--- config.mk ---
export PLATFORM = sky130hd
export DESIGN_NAME = m3inv_merge
export DESIGN_NICKNAME = d
export VERILOG_FILES = /design/src/rtl/core/m3inv_pkg.sv /design/src/rtl/core/m3inv_merge.sv
export VERILOG_INCLUDE_DIRS = /design/src /design/src/rtl/core
export SDC_FILE = /design/constraint.sdc
export NUM_CORES = 1
export LEC_CHECK = 0
export ABC_AREA = 0
export BUFFER_PORTS_ARGS = -buffer_cell sky130_fd_sc_hd__buf_2
export CORE_ASPECT_RATIO = 1.5
export CORE_MARGIN = 4
export CORE_UTILIZATION = 45
export CTS_BUF_LIST = sky130_fd_sc_hd__clkbuf_2
export DETAILED_ROUTE_END_ITERATION = 8
export SLEW_MARGIN = 20
export SYNTH_ARGS = -nofsm -noshare
export SYNTH_HDL_FRONTEND = slang
export SYNTH_SLANG_ARGS = --single-unit
--- constraint.sdc ---
create_clock -name clk -period 73.7 [get_ports clk]
set_clock_uncertainty 0.05 [all_clocks]
set_input_delay 14.74 -clock clk [delete_from_list [all_inputs] [get_ports clk]]
set_output_delay 14.74 -clock clk [all_outputs]
set_load 0.01 [all_outputs]
--- src/rtl/core/matrix3_inverse_core_defines.svh ---
// ----------------------------------------------------------------------------
// matrix3_inverse_core assertion macros
// Concurrent check wrappers; empty when SYNTHESIS is defined.
// ----------------------------------------------------------------------------
`ifndef MATRIX3_INVERSE_CORE_DEFINES_SVH
`define MATRIX3_INVERSE_CORE_DEFINES_SVH
`ifndef SYNTHESIS
`define M3I_ASSERT_IMP(label, clk, rst_n, ante, cons, msg) \
	label: assert property (@(posedge clk) disable iff (!rst_n) (ante) |-> (cons)) \
		else $error(msg);
`define M3I_ASSERT_NXT(label, clk, rst_n, ante, cons, msg) \
	label: assert property (@(posedge clk) disable iff (!rst_n) (ante) |=> (cons)) \
		else $error(msg);
`else
`define M3I_ASSERT_IMP(label, clk, rst_n, ante, cons, msg)
`define M3I_ASSERT_NXT(label, clk, rst_n, ante, cons, msg)
`endif
`endif

--- src/rtl/core/m3inv_pkg.sv ---
// ----------------------------------------------------------------------------
// m3inv_pkg
// Shared types and constants of the 3x3 matrix inverse core.
// ----------------------------------------------------------------------------
package m3inv_pkg;

	localparam int LANES        = 9;  // one lane per inverse element
	localparam int FRONT_STAGES = 6;  // cofactor / determinant pipeline depth

	typedef struct packed {
		logic zero;  // determinant exactly zero
		logic clip;  // determinant output clipped
	} det_flags_t;

endpackage

--- src/rtl/core/m3inv_merge.sv ---
// ----------------------------------------------------------------------------
// m3inv_merge
// Aligns determinant info with the lanes, merges flags, output reg + skid.
// ----------------------------------------------------------------------------
`include "matrix3_inverse_core_defines.svh"

module m3inv_merge
	import m3inv_pkg::*;
#(
	parameter int W     = 32,
	parameter int DEPTH = 34
) (
	input  logic                clk,
	input  logic                arst_n,
	input  logic                adv,
	input  logic                last_valid,
	input  logic signed [W-1:0] res [LANES],
	input  logic                clip [LANES],
	input  logic signed [W-1:0] det_val,
	input  det_flags_t          det_flags,
	output logic                hold,
	output logic                out_valid,
	input  logic                out_stall,
	output logic signed [W-1:0] b [LANES],
	output logic signed [W-1:0] det_value,
	output logic                singular,
	output logic                saturated
);

	logic signed [W-1:0] det_d [DEPTH];
	det_flags_t          flg_d [DEPTH];

	logic signed [W-1:0] c_b [LANES];
	logic signed [W-1:0] c_det;
	logic                c_sing;
	logic                c_sat;
	logic                any_clip;

	logic signed [W-1:0] sk_b_q [LANES];
	logic signed [W-1:0] sk_det_q;
	logic                sk_sing_q;
	logic                sk_sat_q;
	logic                sk_v_q;

	logic signed [W-1:0] o_b_q [LANES];
	logic signed [W-1:0] o_det_q;
	logic                o_sing_q;
	logic                o_sat_q;
	logic                ov_q;

	logic                incoming;
	logic                free;

	always_ff @(posedge clk) begin
		if (adv) begin
			det_d[0] <= det_val;
			flg_d[0] <= det_flags;
		end
	end

	for (genvar i = 1; i < DEPTH; i++) begin : g_dly
		always_ff @(posedge clk) begin
			if (adv) begin
				det_d[i] <= det_d[i-1];
				flg_d[i] <= flg_d[i-1];
			end
		end
	end

	// singular: zero everything, no clip reported
	always_comb begin
		any_clip = flg_d[DEPTH-1].clip;
		for (int k = 0; k < LANES; k++) begin
			any_clip = any_clip | clip[k];
			c_b[k]   = flg_d[DEPTH-1].zero ? '0 : res[k];
		end
		c_det  = flg_d[DEPTH-1].zero ? '0 : det_d[DEPTH-1];
		c_sing = flg_d[DEPTH-1].zero;
		c_sat  = !flg_d[DEPTH-1].zero && any_clip;
	end

	assign incoming = last_valid && !sk_v_q;
	assign free     = !ov_q || !out_stall;

	always_ff @(posedge clk or negedge arst_n) begin
		if (!arst_n) begin
			ov_q   <= 1'b0;
			sk_v_q <= 1'b0;
		end else if (free) begin
			ov_q   <= sk_v_q || incoming;
			sk_v_q <= 1'b0;
		end else if (incoming) begin
			sk_v_q <= 1'b1;
		end
	end

	always_ff @(posedge clk) begin
		if (free) begin
			for (int k = 0; k < LANES; k++) begin
				o_b_q[k] <= sk_v_q ? sk_b_q[k] : c_b[k];
			end
			o_det_q  <= sk_v_q ? sk_det_q : c_det;
			o_sing_q <= sk_v_q ? sk_sing_q : c_sing;
			o_sat_q  <= sk_v_q ? sk_sat_q : c_sat;
		end else if (incoming) begin
			sk_b_q    <= c_b;
			sk_det_q  <= c_det;
			sk_sing_q <= c_sing;
			sk_sat_q  <= c_sat;
		end
	end

	assign hold      = sk_v_q;
	assign out_valid = ov_q;
	assign b         = o_b_q;
	assign det_value = o_det_q;
	assign singular  = o_sing_q;
	assign saturated = o_sat_q;

	`M3I_ASSERT_IMP(a_sing_zero, clk, arst_n, ov_q && o_sing_q, !o_sat_q && o_det_q == '0 && o_b_q[0] == '0, "singular result not zeroed")
	`M3I_ASSERT_IMP(a_skid_behind_out, clk, arst_n, sk_v_q, ov_q, "skid holds data with empty output register")

endmodule

==> flow_metrics.env, run 1 <==
export IMPL_cts_hold_buf=0
export IMPL_worstSetupStartpoint="hold$_DFFE_PN0P_"
export IMPL_tritoncts="done"
export IMPL_rrSetupSlack_ns=69.14
export IMPL_grt_ovfl_total=0
export IMPL_core_area_sq_um=133000
export IMPL_setup_violations=0
export IMPL_max_clock_freq_mhz=56.96
export IMPL_die_w_microns=306.5
export IMPL_seq_power_share_pct=63.9
export IMPL_synth_top_area_share_pct=89.89
export IMPL_track_usage_pct=14.69
export IMPL_dp_slack_ns=55.12
export IMPL_dieArea_sq_um=139700
export IMPL_first_iter_violations=1839
export IMPL_clockPowerShare_pct=30.6
export IMPL_root_buffer="clkbuf_2"
export IMPL_grt_max_degree=207
export IMPL_place_gp_congestion=0.8431
export IMPL_cp_top_family="flip-flops"
export IMPL_cp_required_ns=58.91
export IMPL_via_per_inst=4.732
export IMPL_p_comb_share_pct=5.4
export IMPL_die_y_microns=455.7
export IMPL_path_depth=1
export IMPL_worstPathArrival_ns=2.77
export IMPL_postCtsSetupRepairBufs=0
export IMPL_yosysTopAreaCell="edfxtp_1"
export IMPL_syn_area_per_cell_sq_um=23.81
export IMPL_endpoint_kind="output port"
export IMPL_synthToLayoutAreaGrowth_pct=14.86
export IMPL_row_count=164
export IMPL_crit_path_top_delay_cell="dfrtp_4"
export IMPL_ys_warn_count=0
export IMPL_hp_class="flip-flop to flip-flop"
export IMPL_grt_pass1_vias=27233
export IMPL_maxSlewViolCount=0
export IMPL_rr_endpoint="b[91]$_DFFE_PN_"
export IMPL_vias=26391
export IMPL_crit_fanout=59
export IMPL_p_per_area_nw_per_um2=27.62
export IMPL_ant_nets=0
export IMPL_max_cap_violations=0
export IMPL_cts_resized=0
export IMPL_port_buffers=659
export IMPL_power_switching_mw=0.4352
export IMPL_finalCritPeriodShare_pct=23.82
export IMPL_netlist_instances=2525
export IMPL_status="finished, final reports clean"
export IMPL_start_util_pct=45.22
export IMPL_ys_seq_elements=1802
export IMPL_vdd_ir_drop_max_uv=14.13
export IMPL_worst_r2r_startpoint="hold$_DFFE_PN0P_"
export IMPL_worst_pin_slew_ns=1.133
export IMPL_wl_microns=103900
export IMPL_fillers=10900
export IMPL_netlist_area_sq_um=60130
export IMPL_layout_drive_gt1_share_pct=42.15
export IMPL_drtPass1Iterations=5
export IMPL_io_pins=660
export IMPL_layout_setup_ws_ns=56.14
export IMPL_worstPathCellList="buf_2"
export IMPL_tns_ns=0
export IMPL_cts_sinks=1802
export IMPL_syn_nets=2861
export IMPL_min_period_ns=17.56
export IMPL_r2r_cells=4
export IMPL_internal_power_mw=1.473
export IMPL_power_switching_share_pct=22.81
export IMPL_cp_num_buf_inv=1
export IMPL_hold_viol=0
export IMPL_synthTopCellsByArea="edfxtp_1, mux2_2, nor2b_1"
export IMPL_cp_start_kind="flip-flop"
export IMPL_rsz0062_at_grt="false"
export IMPL_clock_latency_ns=1.57
export IMPL_post_drt_wl_per_cell_microns=18.64
export IMPL_hpwl_microns=63010
export IMPL_slowest_delay_ns=0.94
export IMPL_clk_path_buf_depth=4
export IMPL_ys_seq_area_share_pct=89.98
export IMPL_clk_pin_slew_ns=0.11
export IMPL_worstSetupEndpoint="hold"
export IMPL_htreeDepth=5
export IMPL_p_leak_nw=25.41
export IMPL_slew_headroom_pct=24.46
export IMPL_synth_distinct_cells=12
export IMPL_cts_buffers=416
export IMPL_grt_pass1_wl_microns=157300
export IMPL_drc_errors=0
export IMPL_crit_type="flip-flop to output port"
export IMPL_antenna_found_initial=20
export IMPL_fin_nets=3888
-- logic make-up (layout without fill, tap and decap cells) --
group / count (synthesis) / count (layout) / synth area share (%)
simple gates: 328 / 328 / 3.394
flops: 1802 / 1802 / 89.98
buf+inv: 72 / 1369 / 0.5889
compound gates: 1 / 1 / 0.01041
mux: 322 / 322 / 6.030
other cells: 0 / 12 / 0
-- through the flow --
step / std cells / utilization, % / hold slack [ns] / total power [mW] / instance area (sq um)
after floorplan: 2525 / - / 0.3503 / 1.300 / 60130
after global placement: 4876 / 49.28 / 0.3500 / 1.345 / 65530
after detailed placement: 4877 / 49.29 / 0.3545 / 1.350 / 65550
after CTS: 5565 / 51.92 / 0.2202 / 1.948 / 69040
after global routing: 5574 / 51.94 / 0.1938 / 2.017 / 69060
final: 5577 / 51.94 / 0.2146 / 1.908 / 69070
-- state kept, by name, summed over array words and instances, names as in the netlist --
signal,count
b,288
sk_b_q,288
sk_sat_q,1
hold,1
det_value,32
singular,1
out_valid,1
flg_d,68
det_d,1088
sk_det_q,32
sk_sing_q,1
saturated,1
-- synth_stat cells --
master and n:
a31oi_1 1, buf_2 64, buf_4 1, clkbuf_1 7
dfrtp_1 2, edfxtp_1 1800, mux2_2 322, nand2_1 2
nor2_1 3, nor2b_1 320, nor3b_1 1, nor4_1 2
-- worst min path at each step --
stage	from	endpoint	cells past startpoint
floorplan	det_d[9][0]$_DFFE_PP_	det_d[10][0]$_DFFE_PP_	0
global placement	det_d[11][5]$_DFFE_PP_	det_d[12][5]$_DFFE_PP_	0
detailed placement	det_d[9][18]$_DFFE_PP_	det_d[10][18]$_DFFE_PP_	0
CTS	det_d[29][16]$_DFFE_PP_	det_d[30][16]$_DFFE_PP_	0
global route	det_d[29][16]$_DFFE_PP_	det_d[30][16]$_DFFE_PP_	0
finish	det_d[29][16]$_DFFE_PP_	det_d[30][16]$_DFFE_PP_	0
-- power groups by stage --
stage | Sequential, mW | Combinational, mW | Clock (mW)
global placement | 1.24 | 0.105 | 0
CTS | 1.22 | 0.106 | 0.621
floorplan | 1.26 | 0.0379 | 0
global route | 1.23 | 0.112 | 0.679
finish | 1.22 | 0.104 | 0.584
detailed placement | 1.24 | 0.106 | 0
-- cells in the final DEF (no fill, tap or decap) --
master / instances
a31oi_1: 1
buf_12: 8
buf_2: 658
buf_4: 14
buf_8: 1
bufinv_16: 6
clkbuf_2: 585
clkinv_1: 83
clkinv_2: 8
clkinv_4: 1
clkinvlp_4: 1
dfrtp_1: 1
dfrtp_4: 1
diode_2: 12
edfxtp_1: 1800
inv_2: 4
mux2_2: 322
nand2_1: 1
nand2_4: 1
nor2_1: 3
nor2b_1: 320
nor3b_2: 1
nor4_1: 2
-- cell type report --
type | instances | area (sq um) | area share (%)
clock buffer | 585 | 2928 | 4.239
multi-input combinational | 651 | 5685 | 8.232
timing repair buffer | 681 | 3573 | 5.174
antenna | 12 | 30.03 | 0.04348
tap | 1743 | 2181 | 3.158
sequential | 1802 | 54110 | 78.34
clock inverter | 103 | 563.0 | 0.8152
-- per-layer routing --
layer,vias up,routed length [microns],global-route usage (%)
li1,12216,-,-
met1,13029,42780,18.36
met2,920,49070,22.65
met3,214,9204,6.222
met4,12,2818,6.140
met5,-,65,0
No activity file was read; power rests on OpenSTA's default activity.
==> run 2: changes to the inputs <==
Clock period 73.7 ns to 16.3 ns, I/O delays scaled along.
==> run 2 against run 1 <==
Critical path type unchanged. Critical path depth unchanged. Cell count is 0.59% higher. First-iteration DRC count is 2.8% higher. Sequential power increased to 4.5 times the previous value. Via count grew 0.25%. Core utilization up 0.11 points. Non-clock buffer count is 3 higher. Combinational power increased to 4.5 times the previous value. Global-route usage about the same. Count of clock-buffer cells in the layout up 14.
==> flow_metrics.env, run 2 (same netlist as run 1, synthesis figures left out) <==
export IMPL_status="finished, final reports clean"
export IMPL_io_pins=660
export IMPL_via_per_inst=4.716
export IMPL_grt_ovfl_total=0
export IMPL_clk_path_buf_depth=4
export IMPL_cp_required_ns=12.99
export IMPL_finalPower_mw=8.711
export IMPL_hold_viol=0
export IMPL_antenna_found_initial=25
export IMPL_drtPass1Iterations=5
export IMPL_final_common_cell="edfxtp_1"
export IMPL_max_clock_freq_mhz=161.2
export IMPL_regMostFlops="det_d"
export IMPL_die_w_microns=306.5
export IMPL_track_usage_pct=14.69
export IMPL_grt_max_degree=201
export IMPL_vias=26457
export IMPL_final_cell_mix="edfxtp_1, buf_2, clkbuf_2"
export IMPL_layout_setup_ws_ns=10.10
export IMPL_synthToLayoutAreaGrowth_pct=15.11
export IMPL_layout_drive_gt1_share_pct=42.41
export IMPL_wl_microns=104500
export IMPL_maxSlewViolCount=0
export IMPL_setup_violations=0
export IMPL_htreeDepth=5
export IMPL_crit_fanout=68
export IMPL_fin_nets=3892
export IMPL_hp_class="flip-flop to flip-flop"
export IMPL_die_y_microns=455.7
export IMPL_start_util_pct=45.22
export IMPL_drc_errors=0
export IMPL_cts_buffers=417
export IMPL_clock_latency_ns=1.58
export IMPL_cts_resized=0
export IMPL_final_area_sq_um=69220
export IMPL_hpwl_microns=62990
export IMPL_cp_top_family="flip-flops"
export IMPL_p_per_area_nw_per_um2=125.9
export IMPL_min_period_ns=6.204
export IMPL_crit_type="flip-flop to output port"
export IMPL_fillers=10906
export IMPL_endpoint_kind="output port"
export IMPL_tritoncts="done"
export IMPL_grt_pass1_wl_microns=158000
export IMPL_dp_cells=4880
export IMPL_worstPathArrival_ns=2.89
export IMPL_worstPathCellList="buf_2"
export IMPL_first_iter_violations=1891
export IMPL_cts_sinks=1802
export IMPL_post_drt_wl_per_cell_microns=18.63
export IMPL_crit_path_top_delay_cell="dfrtp_4"
export IMPL_cts_hold_buf=0
export IMPL_clk_pin_slew_ns=0.11
export IMPL_postCtsSetupRepairBufs=0
export IMPL_rsz0062_at_grt="false"
export IMPL_slowest_delay_ns=1.05
export IMPL_grt_pass1_vias=27207
export IMPL_cp_num_buf_inv=1
export IMPL_root_buffer="clkbuf_2"
export IMPL_vdd_ir_drop_max_uv=72.61
export IMPL_post_dp_cell_area_sq_um=65530
export IMPL_dp_slack_ns=9.123
export IMPL_finalCritPeriodShare_pct=38.06
export IMPL_max_cap_violations=0
export IMPL_cp_start_kind="flip-flop"
export IMPL_largest_reg_flops=1088
export IMPL_p_leak_nw=25.51
export IMPL_worst_pin_slew_ns=1.129
export IMPL_row_count=164
export IMPL_ant_nets=0
export IMPL_core_area_sq_um=133000
export IMPL_port_buffers=659
export IMPL_final_cells=5610
export IMPL_dieArea_sq_um=139700
export IMPL_place_gp_congestion=0.8486
export IMPL_slew_headroom_pct=24.74
[run 2: cell count changes in the layout (fill, tap and decap cells not counted), sizes merged]
cell | previous run | this run
clkbuf | 585 | 599
clkinv | 92 | 104
buf | 681 | 684
diode | 12 | 14
bufinv | 6 | 7
inv | 4 | 5
[run 2: worst paths after layout]
check	depth (start not counted)	start	slack, ns	to
max	1	hold$_DFFE_PN0P_	10.10	hold
min	0	det_d[11][31]$_DFFE_PP_	0.23	det_d[12][31]$_DFFE_PP_
max reg2reg	4	hold$_DFFE_PN0P_	11.66	b[85]$_DFFE_PN_
min reg2reg	0	det_d[11][31]$_DFFE_PP_	0.23	det_d[12][31]$_DFFE_PP_
max in group asynchronous	1	arst_n	14.70	hold$_DFFE_PN0P_
min in group asynchronous	1	arst_n	1.40	hold$_DFFE_PN0P_
[run 2: stage by stage]
stage	setup TNS, ns	utilization (%)	hold slack, ns
CTS	0	52.02	0.2195
floorplan	-4245.99	-	0.3503
global route	0	52.05	0.2323
finish	0	52.05	0.2317
detailed placement	0	49.28	0.3545
global placement	0	49.28	0.3501
[run 2: power by group]
part / internal [mW] / total (mW) / leakage, nW / switching, mW
clock: 1.09 / 2.73 / 2.80 / 1.64
sequential: 5.44 / 5.51 / 17.7 / 0.0762
combinational: 0.175 / 0.470 / 5.00 / 0.294
[run 2: layer usage]
| metal | share of wire (%) | vias to the layer above | global-route usage [%] |
|---|---|---|---|
| li1 | - | 12241 | - |
| met1 | 42 | 13011 | 18.63 |
| met2 | 47 | 968 | 22.33 |
| met3 | 8.4 | 231 | 5.753 |
| met4 | 3.1 | 6 | 6.941 |
| met5 | 0.029 | - | 0 |
[run 2: layout make-up]
type | instances | area (sq um) | area share [%]
flip-flops and latches | 1802 | 54110 | 78.17
multi-input cells | 651 | 5694 | 8.227
repair buffers | 684 | 3553 | 5.134
clock buffers | 599 | 2998 | 4.331
well taps | 1743 | 2181 | 3.151
clock inverters | 117 | 648.1 | 0.9364
diodes | 14 | 35.03 | 0.05062
==> run 3: changes to the inputs <==
Clock period 16.3 ns to 5.9 ns, I/O delays scaled along.
==> run 3 against run 2 <==
Register-to-register slack worse by 8.9 ns. Global-route usage rose by 0.46 points. First-iteration DRC count shrank 7.0%. Power rose to 2.8 times the previous value. Cell count increased by 6.8%. Via count is 5.9% higher. Final area is 5.7% higher. Die area is the same. Non-clock buffer count grew 379. Flip-flop and latch count unchanged. Combinational power rose to 3.3 times the previous value.
==> flow_metrics.env, run 3 (same netlist as run 1, synthesis figures left out) <==
export IMPL_clock_latency_ns=1.62
export IMPL_core_area_sq_um=133000
export IMPL_hpwl_microns=63730
export IMPL_cts_sinks=1802
export IMPL_crit_fanout=153
export IMPL_post_drt_wl_per_cell_microns=18.07
export IMPL_layout_setup_ws_ns=1.785
export IMPL_io_pins=660
export IMPL_cp_start_kind="flip-flop"
export IMPL_p_leak_nw=27.22
export IMPL_met2_usage_pct=22.88
export IMPL_rrSetupSlack_ns=2.81
export IMPL_drtPass1Iterations=4
export IMPL_final_common_cell="edfxtp_1"
export IMPL_maxSlewViolCount=0
export IMPL_min_period_ns=4.115
export IMPL_grt_ovfl_total=0
export IMPL_final_cell_mix="edfxtp_1, buf_2, clkbuf_2"
export IMPL_worstSetupStartpoint="hold$_DFFE_PN0P_"
export IMPL_dp_slack_ns=2.021
export IMPL_grt_pass1_wl_microns=162900
export IMPL_port_buffers=659
export IMPL_place_gp_congestion=0.8706
export IMPL_vias=28017
export IMPL_dieArea_sq_um=139700
export IMPL_largest_reg_flops=1088
export IMPL_grt_pass1_vias=28925
export IMPL_rsz0062_at_grt="false"
export IMPL_min_from="det_d[5][2]$_DFFE_PP_"
export IMPL_grt_busiest_layer="met2"
export IMPL_start_util_pct=45.22
export IMPL_p_per_area_nw_per_um2=331.6
export IMPL_grt_max_degree=182
export IMPL_clk_pin_slew_ns=0.11
export IMPL_gr_usage_met1_pct=19.00
export IMPL_worst_r2r_startpoint="out_valid$_DFFE_PN0N_"
export IMPL_r2r_cells=3
export IMPL_slew_headroom_pct=30.80
export IMPL_post_dp_cell_area_sq_um=65820
export IMPL_drc_errors=0
export IMPL_hp_class="flip-flop to flip-flop"
export IMPL_regMostFlops="det_d"
export IMPL_root_buffer="clkbuf_2"
export IMPL_finalCritPeriodShare_pct=69.75
export IMPL_htreeDepth=5
export IMPL_row_count=164
export IMPL_ant_nets=0
export IMPL_use_met3_pct=5.544
export IMPL_fin_nets=4270
export IMPL_antenna_found_initial=10
export IMPL_hold_viol=0
export IMPL_via_per_inst=4.677
export IMPL_cp_required_ns=4.67
export IMPL_cts_buffers=416
export IMPL_worstPathArrival_ns=2.89
export IMPL_endpoint_kind="output port"
export IMPL_max_clock_freq_mhz=243.0
export IMPL_layout_drive_gt1_share_pct=39.44
export IMPL_tritoncts="done"
export IMPL_worstSetupEndpoint="hold"
export IMPL_track_usage_pct=15.15
export IMPL_first_iter_violations=1758
export IMPL_postCtsSetupRepairBufs=0
export IMPL_vdd_ir_drop_max_uv=181.6
export IMPL_max_cap_violations=0
export IMPL_die_y_microns=455.7
export IMPL_die_w_microns=306.5
export IMPL_wl_microns=108200
export IMPL_crit_path_top_delay_cell="buf_12"
export IMPL_final_area_sq_um=73140
export IMPL_status="finished, final reports clean"
export IMPL_worst_pin_slew_ns=1.038
export IMPL_slowest_delay_ns=0.56
export IMPL_synthToLayoutAreaGrowth_pct=21.65
export IMPL_setup_violations=0
export IMPL_clk_path_buf_depth=4
export IMPL_finalPower_mw=24.26
export IMPL_crit_type="flip-flop to output port"
export IMPL_worstPathCellList="buf_12 -> buf_2"
export IMPL_rr_endpoint="b[280]$_DFFE_PN_"
-- run 3: cell types whose count changed in the layout (fill, tap and decap cells not counted), sizes merged --
cell / before / now
buf: 684 / 696
clkinv: 104 / 83
clkinvlp: 1 / 0
inv: 5 / 2
dlygate4sd3: 0 / 367
bufinv: 7 / 4
clkbuf: 599 / 634
diode: 14 / 8
-- run 3: how the worst min path moves through the flow --
stage | cells past startpoint | endpoint | slack, ns
finish | 0 | det_d[6][2]$_DFFE_PP_ | 0.31
detailed placement | 0 | det_d[10][24]$_DFFE_PP_ | 0.35
global placement | 0 | flg_d[3][0]$_DFFE_PP_ | 0.35
floorplan | 0 | det_d[10][0]$_DFFE_PP_ | 0.35
global route | 3 | sk_b_q[20]$_DFFE_PP_ | 0.13
CTS | 3 | sk_b_q[21]$_DFFE_PP_ | 0.01
-- run 3: repair_timing --
action | 4_1_cts | 5_1_grt
endpoints found under the hold margin | 795 | 0
hold buffers | 367 | 0
gates resized for setup | 0 | 0
-- run 3: through the flow --
| step | std cells | hold WS, ns | TNS, ns | util, % |
|---|---|---|---|---|
| 2_1_floorplan | 2525 | 0.3503 | -6925.03 | - |
| 3_5_place_dp | 4892 | 0.3545 | 0 | 49.50 |
| 4_1_cts | 5982 | 0.01068 | 0 | 54.99 |
| 6_report | 5990 | 0.3059 | 0 | 55.01 |
| 5_1_grt | 5988 | 0.1319 | 0 | 55.01 |
| 3_3_place_gp | 4892 | 0.3502 | 0 | 49.50 |
-- run 3: area by class of cell --
class,instances,area [sq um]
multi-input combinational,651,5694
timing repair buffer,1063,7510
tap,1743,2181
clock inverter,89,460.4
fill,10445,59820
sequential,1802,54110
clock buffer,634,3173
antenna,8,20.02
-- run 3: power by group --
part	leakage (nW)	total (mW)	switching, mW	internal (mW)
combinational	6.66	1.55	0.882	0.666
clock	2.85	7.49	4.49	2.99
sequential	17.7	15.2	0.207	15.0
total	27.2	24.3	5.58	18.7
-- run 3: worst max-delay path, delay by kind of cell (launching register included) --
| family | cells | cell delay (ns) |
|---|---|---|
| buffers and inverters | 2 | 0.82 |
| DFF | 1 | 0.45 |
-- run 3: layer usage --
metal / vias to the layer above / share of wire [%]
met5: - / 0.026
met4: 4 / 4.8
met3: 277 / 7.6
met2: 1050 / 47
met1: 13711 / 41
li1: 12975 / -
